`config.mk`:
```
export PLATFORM = sky130hd
export DESIGN_NAME = ckm_track_table
export DESIGN_NICKNAME = d
export VERILOG_FILES = /design/src/rtl/ckm_pkg.sv /design/src/rtl/ckm_track_table.sv
export SDC_FILE = /design/constraint.sdc
export NUM_CORES = 1
export LEC_CHECK = 0
export BUFFER_PORTS_ARGS = -buffer_cell sky130_fd_sc_hd__buf_2
export CORE_UTILIZATION = 40
export CTS_CLUSTER_SIZE = 8
export DETAILED_ROUTE_END_ITERATION = 10
export PLACE_DENSITY = 0.61
export SYNTH_ARGS = -nofsm -noshare
export SYNTH_HDL_FRONTEND = slang
export SYNTH_SLANG_ARGS = --single-unit
export TNS_END_PERCENT = 1
```
`constraint.sdc`:
```
create_clock -name clk -period 5.38 [get_ports clk]
set_input_delay 0.269 -clock clk [delete_from_list [all_inputs] [get_ports clk]]
set_output_delay 0.269 -clock clk [all_outputs]
set_load 0.02 [all_outputs]
```
`src/rtl/ckm_pkg.sv`:
```
// shared constants and opcode type for the per-key best-track clone marker
// no dependencies; used by every module of the block
package ckm_pkg;

  // fixed port widths
  localparam int OP_W    = 2;
  localparam int IDX_W   = 6;
  localparam int KEY_W   = 8;
  localparam int LOOP_W  = 8;
  localparam int HITIN_W = 12;

  // parameter defaults
  localparam int DEF_MAX_TRACKS     = 64;
  localparam int DEF_MAX_KEYS       = 256;
  localparam int DEF_HIT_COUNT_BITS = 12;

  typedef enum logic [OP_W-1:0] {
    OP_ADD   = 2'd0,
    OP_QUERY = 2'd1,
    OP_CLEAR = 2'd2
  } opcode_t;

endpackage

```
`src/rtl/ckm_track_table.sv`:
```
// per-track record memory: known flag, matched flag and truth key
// depends on ckm_pkg
module ckm_track_table #(
  parameter int MAX_TRACKS = ckm_pkg::DEF_MAX_TRACKS,
  parameter int TRACK_AW   = $clog2(ckm_pkg::DEF_MAX_TRACKS),
  parameter int KEY_AW     = $clog2(ckm_pkg::DEF_MAX_KEYS)
) (
  input  logic                clk,
  input  logic [TRACK_AW-1:0] raddr,
  output logic                rd_known,
  output logic                rd_matched,
  output logic [KEY_AW-1:0]   rd_key,
  input  logic                wr_en,
  input  logic [TRACK_AW-1:0] waddr,
  input  logic                wr_known,
  input  logic                wr_matched,
  input  logic [KEY_AW-1:0]   wr_key
);
  import ckm_pkg::*;

  localparam int EW = 2 + KEY_AW;

  logic [EW-1:0] mem [MAX_TRACKS];
  logic [EW-1:0] rdata;

  always_ff @(posedge clk) begin
    if (wr_en) begin
      mem[waddr] <= {wr_known, wr_matched, wr_key};
    end
    rdata <= mem[raddr];
  end

  assign {rd_known, rd_matched, rd_key} = rdata;

endmodule

```
==> impl_results.md, run 1 <==
* Area Growth Syn to Fin at 14.05%
* Outcome: complete, no violations
* FF-to-FF End: rdata[5]
* Dpl cells at 1944
* PnR worst setup slack at 3.019 ns
* Die ar. at 63760 um2
* RSZ-0062 raised after global routing: no
* Worst-path clk slew at 0.05 ns
* CP Class: in2reg
* Final non-filler cell total at 2067
* Final GP Congestion at 0.7583
* Core region area at 61830 um2
* Die Ht at around 250 um
* Initial Utilization at 40.60%
* Data arrival time of the critical path at 2.58 ns
* Routed Antenna Nets at 0
* CTS root buf: clkbuf_16
* Top_reg_cell synth: edfxtp_1
* Vias in the first global route at 12110
* Worst path buffer plus inverter count at 1
* Via count at 11700
* Worst path required time at 5.60 ns
* Cell family with most CP delay: simple AND/OR/NAND/NOR gates
* Die W at between 200 and 300 um
* Critical path's slowest cell: nor2_1
* Least-Margin Pin Slew at 1.323 ns
* Routed Wire Length at 57390 um
* Drt wl/cell at 27.77 um
* Filler Cells Inserted at 5039
* Setup TNS Final at 0 ns
* Maximum vdd ir drop at roughly 230 uV
* Clk_skew at 0.02361 ns
* HP Start: waddr[1]
* Via density at 5.661
* Top Ports at 34
* CP Capture Type: flip-flop
* Most frequent cells in the layout: edfxtp_1 (640), mux4_2 (160), clkbuf_16 (93)
* Post-synthesis sequential element count at 650
* CP Max Fanout at 10
* Worst-Skew Late Latency at 0.62 ns
* Placement Rows at 91
* Final-report setup violation count at 0
* Crit path cell chain: buf_2 > nor2b_1 > nand3_1 > nor2_1
* Seq/Total Area, Yosys at between 70% and 80%
* Total track usage at 18.38%
* Router iterations before antenna repair at 5
* Placement Cell Area at 26180 um2
* Metal3 WL at 4679 um
* Period utilization at 43.89%
* Pin count of the biggest net entering global routing at 65
* Gr ovfl total at 0
* Postcts setup bufs at 0
* Share of cells above drive strength 1 at 26.73%
* Synth Area per Inst at 22.45 um2
* Syn nets at 1142
* CTS Sinks at 650
* Maximum root-to-sink buffer count at 3
* LEAKAGE at 8.930 nW
* DR top layer: met5
* HPWL after detailed placement at 32440 um
* Final Hold Fails at 0
* Initial antenna violation count at 5
* Max-cap violations at 0
* Cts repair resizes at 0
* Max Slew Vio Count at 0
* Yosys warns at 0
* Port Buffer Count at 33
* Worst Setup Start Kind: primary input
* Reg2Reg Depth at 5
* Met2 routed WL at between 20000 and 30000 um
* F_max at 423.5 MHz
* Max incr delay on CP at 1.24 ns
* Minimum clock period at 2.361 ns
* Stages on worst setup path at 4
* First-pass GRT wire length at 83190 um
* Nets at 1224
* Rel. slew slack at about 12%
* Initial DRC count at between 1000 and 1500
* Post-Syn Area at 25100 um2
* R2R setup slack at 3.06 ns
* Final Util at 46.30%
* M1 WL at 24310 um
* Mapped Cells at 1118
* Hold path endpoint: mem[49][4]
* Critical path launch point: wr_en
* Hold Path Depth at 2
* Design area at 28630 um2
* DRC viols at 0
* Hold-fix buffers, CTS at 0
* H-tree depth at 3
* Commonest non-fill, non-tap cell in the layout: edfxtp_1
* Yosys cell types at 37
* Reg-to-reg startpoint: mem[52][5]
* Setup slack at placement at 2.376 ns
* PwrDens at 391.3 nW/um2
* Hold WS at approximately 0.24 ns
* CTS tree: done
* Number of flops mapped to enable cells by yosys at 640
* Num CTS Buffers at 91
* Hold Path Class: in2reg
* Async set or reset register ratio after synthesis at 0%
* Pwr Total at 11.20 mW
-- final cells by class --
cell class	count	area [um2]	share of cell area [%]
antenna	3	7.507	0.02622
sequential	650	19420	67.83
timing repair buffer	51	356.6	1.246
multi-input combinational	406	5358	18.72
clock inverter	4	26.28	0.09178
tap	837	1047	3.658
clock buffer	116	2414	8.431
-- flip-flops by register name (all words and copies together), names as in the netlist --
name and count:
mem 640, rdata 10
-- worst max-delay path by stage --
stage,endpoint,slack [ns]
6_report,mem[46][6],3.02
5_1_grt,rdata[1],2.87
4_1_cts,mem[46][2],3.01
3_5_place_dp,mem[46][6],2.38
3_3_place_gp,rdata[1],2.41
2_1_floorplan,rdata[2],3.31
-- report_power, final --
part           internal (mW)  switching, mW
sequential              5.62         0.0154
clock                   3.07           1.97
combinational          0.194          0.335
total                   8.88           2.32
-- cell usage after synthesis, types with 6 or more instances --
| master | count | share of area (%) |
|---|---|---|
| a22oi_1 | 9 | 0.27 |
| nand2b_1 | 6 | 0.15 |
| a211oi_1 | 9 | 0.27 |
| mux2i_1 | 52 | 2.1 |
| clkbuf_1 | 25 | 0.37 |
| nand2_1 | 8 | 0.12 |
| o22ai_1 | 15 | 0.37 |
| nor2_1 | 70 | 1.0 |
| buf_2 | 16 | 0.32 |
| mux4_2 | 160 | 14 |
| a22o_1 | 6 | 0.21 |
| dfxtp_1 | 10 | 0.80 |
| nand3_1 | 7 | 0.14 |
| buf_4 | 15 | 0.45 |
| mux2_2 | 7 | 0.31 |
| edfxtp_1 | 640 | 77 |
| nor2b_1 | 12 | 0.30 |
-- worst reg2reg max path: stages, from the launching register on --
cell	delay, ns
edfxtp_1	0.36
mux4_2	0.48
mux2_4	0.29
a2111oi_2	0.53
a221oi_1	0.21
a22o_1	0.32
-- routing by layer --
| layer | vias to the layer above | GRT usage, % |
|---|---|---|
| met1 | 6251 | 25.67 |
| met4 | 6 | 6.545 |
| li1 | 4873 | - |
| met5 | - | 0 |
| met2 | 456 | 27.46 |
| met3 | 115 | 5.386 |
-- cell families (layout without fill, tap and decap cells) --
group / after synthesis / count (layout) / share of synthesized area [%]
compound gates: 63 / 63 / 2.078
buf+inv: 62 / 171 / 1.336
flops: 650 / 650 / 77.36
mux: 224 / 224 / 17.04
other cells: 0 / 3 / 0
simple gates: 119 / 119 / 2.183
Power figures use the tool's default switching activity.
==> run 2, diff against run 1 <==
--- a/config.mk
+++ b/config.mk
@@ -5,11 +5,12 @@
 export SDC_FILE = /design/constraint.sdc
 export NUM_CORES = 1
 export LEC_CHECK = 0
+export ABC_AREA = 1
 export BUFFER_PORTS_ARGS = -buffer_cell sky130_fd_sc_hd__buf_2
 export CORE_UTILIZATION = 40
 export CTS_CLUSTER_SIZE = 8
 export DETAILED_ROUTE_END_ITERATION = 10
-export PLACE_DENSITY = 0.61
+export PLACE_DENSITY = 0.63
 export SYNTH_ARGS = -nofsm -noshare
 export SYNTH_HDL_FRONTEND = slang
 export SYNTH_SLANG_ARGS = --single-unit
==> constraint.sdc (replaced) <==
create_clock -name clk -period 1.9 [get_ports clk]
set_input_delay 0.095 -clock clk [delete_from_list [all_inputs] [get_ports clk]]
set_output_delay 0.095 -clock clk [all_outputs]
set_load 0.02 [all_outputs]
==> run 2 against run 1 <==
Wire length grew 20%. Synthesized area grew 5.3%. Clock-buffer cell count grew 13. Core utilization grew 1.1 points. Critical endpoint is now rdata[2]. Sequential cell count is the same. Critical path depth grew 4. Clock skew grew 0.0041 ns.
==> impl_results.md, run 2 <==
* PnR worst setup slack at 0.4394 ns (-2.579 ns)
* F_max at 684.7 MHz
* Mapped Cells at 2233 (+100%)
* Seq/Total Area, Yosys at 73.45% (-3.9 points)
* Critical path's slowest cell: edfxtp_1
* Crit path cell chain: nand2_1 > nand3_1 > nand3_1 > nand2_1 > nand2_1 > nand3_1 > nand3_1 > nand2_1
* Yosys warns at 0 (unchanged)
* H-tree depth at 3 (unchanged)
* CTS root buf: clkbuf_16
* Share of cells above drive strength 1 at 11.51% (-15 points)
* Met2 routed WL at 31810 um (+19%)
* Yosys cell types at 18 (-51%)
* CP Max Fanout at 1 (-9)
* Initial Utilization at 40.72% (+0.12 points)
* Outcome: complete, no violations
* Cts repair resizes at 0 (unchanged)
* Top_reg_cell synth: edfxtp_1
* Period utilization at 76.87%
* Max Slew Vio Count at 0 (unchanged)
* CP Capture Type: flip-flop
* DR top layer: met5
* Multiplexer share of the synthesized area at 0% (-17 points)
* Die ar. at 67120 um2 (+5.3%)
* Postcts setup bufs at 0 (unchanged)
* Minimum clock period at 1.461 ns
* Syn nets at 2257 (+98%)
* Post-synthesis sequential element count at 650 (unchanged)
* Placement Rows at 93 (+2.2%)
* CP Class: reg2reg
* Xor/xnor cell area share of the yosys netlist at 0% (unchanged)
* Pin count of the biggest net entering global routing at 105 (+62%)
* Final Hold Fails at 0 (unchanged)
* Clk_skew at 0.02775 ns (+0.004139 ns)
* Drt wl/cell at 21.15 um (-24%)
* Post-synthesis simple-gate area fraction at 23.05% (+21 points)
* Area Growth Syn to Fin at 16.36%
* Total track usage at 20.83% (+2.4 points)
* Routed Antenna Nets at 0 (unchanged)
* Hold Path Class: in2reg
* Final-report setup violation count at 0 (unchanged)
* RSZ-0062 raised after global routing: no
* Synth top cells by count: nand2_1 (810), edfxtp_1 (640), nand3_1 (547)
* First-pass GRT wire length at 105100 um (+26%)
* Vias in the first global route at 17270 (+43%)
* Max-cap violations at 0 (unchanged)
* Port Buffer Count at 33 (unchanged)
* PwrDens at 1049 nW/um2 (+170%)
* DRC viols at 0 (unchanged)
* Pwr Total at 32.26 mW (+190%)
* Worst Setup Start Kind: flip-flop
* Router iterations before antenna repair at 5 (unchanged)
* Least-Margin Pin Slew at 0.8302 ns (-0.4924 ns)
* Final GP Congestion at 0.9044 (+19%)
* Nets at 2383 (+95%)
* Adder-cell area share of the yosys netlist at 0% (unchanged)
* Top cell type's share of synthesized area at 72.70% (-3.9 points)
* Post-Syn Area at 26440 um2 (+5.3%)
* Commonest non-fill, non-tap cell in the layout: nand2_1
* Top Ports at 34 (unchanged)
* Routed Wire Length at 68840 um (+20%)
* Synth area leader: edfxtp_1
* Dpl cells at 3117 (+60%)
* Biggest regs: mem (640), rdata (10)
* Data arrival time of the critical path at 1.95 ns (-0.63 ns)
* Synth Area per Inst at 11.84 um2 (-47%)
* Maximum vdd ir drop at 682.6 uV (+200%)
* M1 WL at 28600 um (+18%)
* Die Ht at 259.1 um (+2.6%)
* Rel. slew slack at 44.66% (+33 points)
* Via count at 17570 (+50%)
* Most common cell in the netlist: nand2_1
* Gr ovfl total at 0 (unchanged)
* Metal3 WL at 6374 um (+36%)
* Top post-synthesis cells by area: edfxtp_1 (73%), nand2_1 (12%), nand3_1 (10%), buf_6 (1.2%), buf_2 (1.1%)
* Final non-filler cell total at 3254 (+57%)
* Die W at 259.1 um (+2.6%)
* Dominant combinational cell family by area after synthesis: simple AND/OR/NAND/NOR gates
* Initial antenna violation count at 5 (unchanged)
* Number of flops mapped to enable cells by yosys at 640 (unchanged)
* Max incr delay on CP at 0.35 ns (-0.89 ns)
* Num CTS Buffers at 91 (unchanged)
* Async set or reset register ratio after synthesis at 0% (unchanged)
* Core region area at 64930 um2 (+5.0%)
* Initial DRC count at 1801 (+64%)
* CTS tree: done
* Most frequent cells in the layout: nand2_1 (810), edfxtp_1 (640), nand3_1 (547)
* Via density at 5.399 (-4.6%)
* Worst path required time at 2.39 ns (-3.21 ns)
* Setup TNS Final at 0 ns (unchanged)
* Maximum root-to-sink buffer count at 3 (unchanged)
* Hold WS at 0.01186 ns (-0.2310 ns)
* LEAKAGE at 11.19 nW (+25%)
* Worst-path clk slew at 0.05 ns (about the same)
* Synth Area in Compound Gates at 0% (-2.1 points)
* HPWL after detailed placement at 40630 um (+25%)
* Biggest register: mem
* Max FFs per register at 640 (unchanged)
* Setup slack at placement at 0.1387 ns (-2.237 ns)
* CTS Sinks at 650 (unchanged)
* Worst-Skew Late Latency at 0.62 ns (about the same)
-- run 2: cell count changes after synthesis, sizes merged, moves of 15 or more --
cell   change
buf       +77
mux2i     -52
mux4     -160
nand2    +802
nand3    +540
o22ai     -15
-- run 2: stage by stage --
stage               utilization [%]  cell area [um2]
floorplan                         -            26440
global placement              43.50            28240
global route                  47.38            30760
CTS                           47.37            30760
detailed placement            43.50            28240
finish                        47.38            30760
-- run 2: cells by family after synthesis --
| logic type | count (synthesis) |
|---|---|
| AND/OR/NAND/NOR | 1430 |
| flip-flops | 650 |
| buffers and inverters | 153 |
-- run 2: area by class of cell --
| type | count | area, um2 |
|---|---|---|
| fill | 5716 | 34170 |
| sequential | 650 | 19420 |
| multi-input combinational | 1430 | 6145 |
| clock buffer | 129 | 2441 |
| timing repair buffer | 174 | 1597 |
| tap | 855 | 1070 |
| inverter | 12 | 55.05 |
| clock inverter | 3 | 32.53 |
| antenna | 1 | 2.502 |
-- run 2: what timing repair did --
item	in CTS	in global routing
hold endpoints to repair	19	0
hold buffers	4	0
setup endpoints to repair	0	0
-- run 2: power breakdown --
part / internal, mW / switching (mW)
combinational: 0.557 / 1.44
clock: 8.72 / 5.56
sequential: 15.9 / 0.0683
total: 25.2 / 7.07
-- run 2: worst paths after layout --
kind | from | endpoint | slack, ns | cells past startpoint
worst max-delay path | mem[35][2] | rdata[2] | 0.44 | 8
worst min-delay path | wr_known | mem[23][9] | 0.01 | 2
worst max register to register | mem[35][2] | rdata[2] | 0.44 | 8
worst min register to register | mem[60][8] | rdata[8] | 0.83 | 8
-- run 2: worst max-delay path: cells and delay by family (launching register included) --
family	cells	cell delay [ns]
AND/OR/NAND/NOR	8	0.99
flip-flops	1	0.35
-- run 2: per-layer routing --
| metal | up-vias | track usage [%] |
|---|---|---|
| met3 | 132 | 5.038 |
| li1 | 8108 | - |
| met1 | 8548 | 28.17 |
| met4 | 6 | 7.512 |
| met2 | 774 | 32.69 |
| met5 | - | 0 |
